[src/rtl/assert_macros.svh]
// Assertion macros shared by the 2x2 mip downsampler RTL.
// Define NO_ASSERTIONS to compile every assertion away.
`ifndef ASSERT_MACROS_SVH
`define ASSERT_MACROS_SVH

`ifndef NO_ASSERTIONS

// Clocked assertion that is switched off while reset is high.
`define ASSERT_CLKRST(label, clk, rst, prop, msg) \
   label: assert property (@(posedge clk) disable iff (rst) prop) else $error(msg);

// Clocked assertion that also holds during reset.
`define ASSERT_CLK(label, clk, prop, msg) \
   label: assert property (@(posedge clk) prop) else $error(msg);

`else

`define ASSERT_CLKRST(label, clk, rst, prop, msg)
`define ASSERT_CLK(label, clk, prop, msg)

`endif

`endif

[src/rtl/mbd_pkg.sv]
// Shared types, constants and helpers of the 2x2 mip downsampler.
// Used by every module of the block; depends on nothing else.
`default_nettype none

package mbd_pkg;

   // Configuration port.
   localparam int CSR_DATA_W  = 13;
   localparam int CSR_INDEX_W = 1;
   localparam logic [CSR_INDEX_W-1:0] CSR_SOURCE_WIDTH  = CSR_INDEX_W'(0);
   localparam logic [CSR_INDEX_W-1:0] CSR_SOURCE_HEIGHT = CSR_INDEX_W'(1);

   // Default image limits.
   localparam int DEF_MAX_WIDTH  = 4096;
   localparam int DEF_MAX_HEIGHT = 4096;

   // Channel widths: an 8-bit sample, a 9-bit pair sum, a 10-bit square sum.
   localparam int CHAN_W = 8;
   localparam int PAIR_W = CHAN_W + 1;
   localparam int QUAD_W = CHAN_W + 2;

   // One pixel, red in the lowest bits.
   typedef struct packed {
      logic [CHAN_W-1:0] alpha;
      logic [CHAN_W-1:0] blue;
      logic [CHAN_W-1:0] green;
      logic [CHAN_W-1:0] red;
   } rgba_type;

   // Horizontal pair sums of one pixel pair, as kept in the line store.
   typedef struct packed {
      logic [PAIR_W-1:0] alpha;
      logic [PAIR_W-1:0] blue;
      logic [PAIR_W-1:0] green;
      logic [PAIR_W-1:0] red;
   } pair_type;

   // What the front end hands to the summing stage for one target pixel.
   typedef struct packed {
      pair_type pair;
      logic     double_pair;
      logic     row_end;
      logic     image_end;
   } stage_type;

   // Line store access strobes.
   typedef struct packed {
      logic write_en;
      logic read_en;
   } line_ctl_type;

   // Size register value forced into 1..maxv.
   function automatic logic [31:0] clamp_size(logic [CSR_DATA_W-1:0] v, logic [31:0] maxv);
      logic [31:0] wide;
      wide = 32'(v);
      if (wide == 32'd0) begin
         return 32'd1;
      end else if (wide > maxv) begin
         return maxv;
      end
      return wide;
   endfunction

endpackage

`default_nettype wire

[src/rtl/mbd_back.sv]
// Back end: vertical sum of the pair sums, truncating average and result register.
// Uses mbd_pkg; takes the front end's stage data and the line store read data.
`default_nettype none
`include "assert_macros.svh"

module mbd_back
   import mbd_pkg::*;
(
   input  wire logic      clock,
   input  wire logic      reset,
   input  wire logic      load,
   input  wire stage_type stage,
   input  wire pair_type  line_rdata,
   output      logic      stage_free,
   output      logic      rsp_tvalid,
   input  wire logic      rsp_tready,
   output      rgba_type  rsp_pixel,
   output      logic      rsp_row_end,
   output      logic      rsp_image_end
);

   logic      s1_valid_ff, s1_valid_in;
   stage_type s1_ff;
   logic      out_valid_ff, out_valid_in;
   rgba_type  out_pixel_ff, out_pixel_in;
   logic      out_row_end_ff, out_image_end_ff;
   logic      out_free;
   pair_type  upper;
   logic [QUAD_W-1:0] sum_r, sum_g, sum_b, sum_a;

   assign out_free   = !out_valid_ff || rsp_tready;
   assign stage_free = !s1_valid_ff || out_free;

   // Add the stored upper pair, or count the only pair twice for a one-row image.
   always_comb begin
      upper = s1_ff.double_pair ? s1_ff.pair : line_rdata;
      sum_r = QUAD_W'(upper.red) + QUAD_W'(s1_ff.pair.red);
      sum_g = QUAD_W'(upper.green) + QUAD_W'(s1_ff.pair.green);
      sum_b = QUAD_W'(upper.blue) + QUAD_W'(s1_ff.pair.blue);
      sum_a = QUAD_W'(upper.alpha) + QUAD_W'(s1_ff.pair.alpha);
      out_pixel_in.red   = sum_r[QUAD_W-1:2];
      out_pixel_in.green = sum_g[QUAD_W-1:2];
      out_pixel_in.blue  = sum_b[QUAD_W-1:2];
      out_pixel_in.alpha = sum_a[QUAD_W-1:2];
   end

   // Stage and result valid flags.
   always_comb begin
      s1_valid_in  = s1_valid_ff;
      out_valid_in = out_valid_ff;
      if (out_free) begin
         out_valid_in = s1_valid_ff;
         s1_valid_in  = 1'b0;
      end
      if (load) begin
         s1_valid_in = 1'b1;
      end
   end

   always_ff @(posedge clock) begin
      if (reset) begin
         s1_valid_ff  <= 1'b0;
         out_valid_ff <= 1'b0;
      end else begin
         s1_valid_ff  <= s1_valid_in;
         out_valid_ff <= out_valid_in;
      end
   end

   // Payload registers.
   always_ff @(posedge clock) begin
      if (load) begin
         s1_ff <= stage;
      end
      if (out_free) begin
         out_pixel_ff     <= out_pixel_in;
         out_row_end_ff   <= s1_ff.row_end;
         out_image_end_ff <= s1_ff.image_end;
      end
   end

   assign rsp_tvalid    = out_valid_ff;
   assign rsp_pixel     = out_pixel_ff;
   assign rsp_row_end   = out_row_end_ff;
   assign rsp_image_end = out_image_end_ff;

   `ASSERT_CLKRST(a_stage_holds, clock, reset, (s1_valid_ff && !out_free) |=> s1_valid_ff,
      "stalled request left the summing stage")
   `ASSERT_CLKRST(a_stage_moves, clock, reset, (s1_valid_ff && out_free) |=> out_valid_ff,
      "request from the summing stage did not reach the result register")
   `ASSERT_CLKRST(a_image_end_row, clock, reset,
      (out_valid_ff && out_image_end_ff) |-> out_row_end_ff,
      "image end flagged on a pixel that does not end a row")

endmodule

`default_nettype wire

[config.mk]
export PLATFORM = sky130hd
export DESIGN_NAME = mbd_back
export DESIGN_NICKNAME = d
export VERILOG_FILES = /design/src/rtl/mbd_pkg.sv /design/src/rtl/mbd_back.sv
export VERILOG_INCLUDE_DIRS = /design/src /design/src/rtl
export SDC_FILE = /design/constraint.sdc
export NUM_CORES = 1
export LEC_CHECK = 0
export ABC_AREA = 1
export ABC_CLOCK_PERIOD_IN_PS = 3000
export BUFFER_PORTS_ARGS = -buffer_cell sky130_fd_sc_hd__buf_2
export CAP_MARGIN = 20
export CORE_MARGIN = 2
export CORE_UTILIZATION = 50
export CTS_CLUSTER_SIZE = 12
export DETAILED_ROUTE_END_ITERATION = 7
export PLACE_DENSITY = 0.73
export SYNTH_ARGS = -nofsm -noshare
export SYNTH_HDL_FRONTEND = slang
export SYNTH_SLANG_ARGS = --single-unit
[constraint.sdc]
create_clock -name clock -period 3 [get_ports clock]
set_input_delay 0.6 -clock clock [delete_from_list [all_inputs] [get_ports clock]]
set_output_delay 0.6 -clock clock [all_outputs]
set_load 0.1 [all_outputs]
Word level (Yosys, flattened, before mapping)

Index checks and enable logic that the tools add are counted.

$add $sub $neg: 4
Reductions and logical operators: 5
Mux-type cells: 3

Operators by type and width:

| kind               | count |
|---|---|
| $add A9 B9 Y10     | 4 |
| $mux W36           | 1 |
| $logic_not A1 Y1   | 2 |
| $logic_or A1 B1 Y1 | 2 |
| $mux W1            | 2 |
| $reduce_bool A2 Y1 | 1 |

Bits in registers: 75
Input port bits: 79
Output and inout bits: 36

Longest topological paths before layout

Word-level depth: 4
Gate-level depth with buffers: 14
Depth with buffers taken out: 12

Worst setup path before layout

Ideal clock, no wire load.

Path kind: register to output
Start point: register out_valid_ff (netlist: rsp_tvalid)
End point: output port stage_free
Data arrival time: 1.756 ns
Cell stages (with the launch flop): 4
Setup slack: 0.644 ns
Data required time: 2.400 ns
Cells stage by stage: dfxtp_1 inv_1 nor2_1 nand2_1

Word-level cells in the longest chain between the ends: 3

RTL lines:

| what                   | line           | source |
|---|---|---|
| from (decl)            | mbd_back.sv:24 | `logic out_valid_ff, out_valid_in;` |
| from (signal assigned) | mbd_back.sv:66 | `out_valid_ff <= out_valid_in;` |
| $logic_not A1 Y1       | mbd_back.sv:31 | `assign out_free = !out_valid_ff \|\| rsp_tready;` |
| $logic_or A1 B1 Y1     | mbd_back.sv:31 |  |
| $logic_or A1 B1 Y1     | mbd_back.sv:32 | `assign stage_free = !s1_valid_ff \|\| out_free;` |
| to (decl)              | mbd_back.sv:14 | `output logic stage_free,` |

No other way between the ends.

Final worst setup path

Start point: register s1_ff[2] (netlist bit)
End point: register out_pixel_ff (netlist bit rsp_pixel[29]) (data pin)

Word-level cells in the longest chain between the ends: 2

RTL lines:

| what                   | line           | source |
|---|---|---|
| from (decl)            | mbd_back.sv:23 | `stage_type s1_ff;` |
| from (signal assigned) | mbd_back.sv:73 | `s1_ff <= stage;` |
| $mux W36               | mbd_back.sv:36 | `upper = s1_ff.double_pair ? s1_ff.pair : line_rdata;` |
| $add A9 B9 Y10         | mbd_back.sv:40 | `sum_a = QUAD_W'(upper.alpha) + QUAD_W'(s1_ff.pair.alpha);` |
| via sum_a[7]           | mbd_back.sv:29 | `logic [QUAD_W-1:0] sum_r, sum_g, sum_b, sum_a;` |
| to (signal assigned)   | mbd_back.sv:76 | `out_pixel_ff <= out_pixel_in;` |
| to (decl)              | mbd_back.sv:25 | `rgba_type out_pixel_ff, out_pixel_in;` |

The timed path passes the listed nets, and every way through them passes these cells.
A chain may end at the register's enable or synchronous reset.

==> results.sh <==
export IMPL_core_area_mm2=0.00818
export IMPL_global_route_wire_length_before_repair_um=13500
export IMPL_floorplan_initialDensity_pct=51.5
export IMPL_ctsResizeCount=0
export IMPL_yosys_area_share_xor_xnor_pct=2.70
export IMPL_postSynthAreaPerCell_um2=9.08
export IMPL_vdd_ir_drop_max_mv=0.380
export IMPL_track_usage_pct=19.4
export IMPL_nFillCells=690
export IMPL_synth_lib_cells_used_distinct=24
export IMPL_period_minus_ws_final_ps=2200
export IMPL_final_setup_viol_count=0
export IMPL_crit_type="flip-flop to flip-flop"
export IMPL_die_height_um=95.8
export IMPL_setup_slack_after_placement_ps=811
export IMPL_floorplan_io_pins=115
export IMPL_clkSlewWorstSetupHoldPaths_ps=80
export IMPL_cellLeakagePower_nw=2.61
export IMPL_firstDrtPassIters=4
export IMPL_worst_ep_arrival_time_ps=2290
export IMPL_yosys_area_share_simple_pct=23.6
export IMPL_route_final_wire_length_um=8390
export IMPL_fmax_ghz=0.454
export IMPL_worstPathMaxFanout=33
export IMPL_cts_made_buffers=9
export IMPL_placement_rows=33
export IMPL_routedWlPerCell_um=12.0
export IMPL_synthMuxAreaShare_pct=0
export IMPL_cts_htree_levels=3
export IMPL_synth_compound_gate_area_share_pct=5.67
export IMPL_min_path_type="input pin to flip-flop"
export IMPL_grt_antenna_before_repair=1
export IMPL_pin_slew_with_the_least_headroom_to_its_limit_ps=906
export IMPL_die_w_um=95.8
export IMPL_finalPower_w=0.00396
export IMPL_number_of_buffers_inserted_by_post_cts_setup_repair=0
export IMPL_power_density_mw_per_mm2=780
export IMPL_worstPathRequired_ps=3090
export IMPL_ctsRootBufferMaster="clkbuf_8"
export IMPL_synth_adder_area_share_pct=9.50
export IMPL_synthCells=464
export IMPL_run_status="completed"
export IMPL_synth_top_cell_area_share_pct=52.0
export IMPL_mappedNetlistNets=575
export IMPL_place_hpwl_um=6440
export IMPL_place_gp_congestion=0.881
export IMPL_crit_path_end_kind="flip-flop"
export IMPL_grt_overflow_total=0
export IMPL_cp_start_kind="flip-flop"
export IMPL_die_area_mm2=0.00918
export IMPL_clk_path_buf_depth=2
export IMPL_syn_to_layout_area_delta_pct=20.6
export IMPL_largest_net_degree_at_the_start_of_global_routing=41
export IMPL_final_layout_size_suffix_gt1_share_pct=26.6
export IMPL_fin_util_pct=62.1
export IMPL_tritoncts="yes"
export IMPL_final_setup_tns_ps=0
export IMPL_timing_final_ws_setup_ps=800
export IMPL_drtIter0Drc=101
export IMPL_timing_max_cap_violations=0
export IMPL_grt_pass1_vias=3241
export IMPL_synth_top_area_cell="edfxtp_1"
export IMPL_cts_hold_buffers_added=0
export IMPL_ant_nets=0
export IMPL_synth_top_cells_by_area="edfxtp_1 52%, nand2_1 18%, ha_1 9.5%, inv_1 3.6%, xor2_1 2.7%"
export IMPL_synth_top_family_by_area="simple AND/OR/NAND/NOR gates"
export IMPL_ys_seq_area_share_pct=53.0
export IMPL_num_vias=3341
export IMPL_finalNetCount=696
export IMPL_clock_sink_count=75
export IMPL_min_period_over_period_pct=73.3
export IMPL_rsz0062_at_grt="false"
export IMPL_timing_hold_violations_final=0
export IMPL_finalClockSkew_ps=8.42
export IMPL_synth_cell_area_mm2=0.00421
export IMPL_postSynthRegisterBits=75
export IMPL_clk_insertion_delay_late_ps=340
export IMPL_drcViolationCount=0
export IMPL_yosys_warnings=0
export IMPL_relative_slew_slack_pct=39.6
export IMPL_avgViaCountPerCell=4.80
export IMPL_fin_worst_hold_slack_ps=421
export IMPL_count_of_port_buffers_added_during_placement=114
export IMPL_timing_max_transition_violations_final=0
[stage by stage]
step / cell area [um2] / cells
after floorplan: 4210 / 464
after global placement: 4910 / 679
after detailed placement: 4910 / 679
after CTS: 5080 / 695
after global routing: 5080 / 696
final: 5080 / 696
[registers in the layout, indices dropped and copies added, names as in the netlist]
name           count
rsp_image_end      1
rsp_pixel         32
rsp_row_end        1
rsp_tvalid         1
s1_ff             39
s1_valid_ff        1
[critical path, cell delays in order (launching register included)]
cell and delay (ps):
edfxtp_1 550, inv_4 340, nand2_1 110, nand2_1 90, ha_1 270, a21oi_1 190
nand2_1 120, nand2_1 90, nand2_2 60, xor2_1 140
[area by class of cell]
type	count	area [um2]	share of cell area [%]
clock buffers	10	128	2.51
repair buffers	117	593	11.7
multi-input cells	329	1750	34.4
clock inverters	6	41.3	0.813
well taps	105	131	2.59
flip-flops and latches	75	2230	44.0
diodes	1	2.50	0.0493
inverters	53	201	3.97
[path summary, 6_finish.rpt]
path | startpoint | endpoint | slack [ps] | cells after the start
setup reg to reg | s1_ff[2] | rsp_pixel[29] | 800 | 9
hold reg to reg | s1_ff[0] | rsp_image_end | 430 | 0
setup / recovery | s1_ff[2] | rsp_pixel[29] | 800 | 9
hold / removal | reset | s1_valid_ff | 420 | 2
[placed cells by master (no fill, tap or decap)]
cell	Yosys	layout
a21oi_1	15	15
a31oi_1	4	4
buf_2	0	114
buf_4	1	3
clkbuf_1	6	1
clkbuf_8	0	9
clkinv_1	2	2
clkinv_2	0	2
clkinvlp_4	0	3
dfxtp_1	2	2
diode_2	0	1
edfxtp_1	73	73
ha_1	32	32
inv_1	40	40
inv_2	10	10
inv_4	1	1
inv_6	0	1
nand2_1	207	207
nand2_2	7	7
nand3_1	15	15
nand3_2	1	1
nand4_1	1	1
nor2_1	8	8
nor2_2	3	3
nor3_1	7	7
o21a_1	3	3
o21ai_0	6	6
o21bai_1	4	4
o21bai_4	3	3
xor2_1	13	13
[report_power, final]
part / total, W / leakage [nW] / internal, W / switching, W
sequential: 0.00145 / 0.759 / 0.00138 / 0.0000661
combinational: 0.00184 / 1.77 / 0.000358 / 0.00148
clock: 0.000674 / 0.0787 / 0.000300 / 0.000374
[cells by family after synthesis]
family	after synthesis
simple gates	249
flops	75
buf+inv	60
compound gates	35
fa+ha+maj	32
xor+xnor	13
[per-layer routing]
layer	global-route usage (%)	vias to the layer above	share of wire (%)
met5	0	-	0
met4	7.74	0	1.5
met3	5.40	6	6.9
met2	34.5	102	50
met1	22.0	1476	42
li1	-	1757	-
[cells in the mapped netlist, drive strengths merged]
cell type / instances
ha: 32
clkinv: 2
nand2: 214
nand4: 1
nand3: 16
xor2: 13
nor3: 7
edfxtp: 73
a21oi: 15
o21bai: 7
clkbuf: 6
a31oi: 4
nor2: 11
o21ai: 6
o21a: 3
buf: 1
dfxtp: 2
inv: 51
No activity file was read; power rests on OpenSTA's default activity.
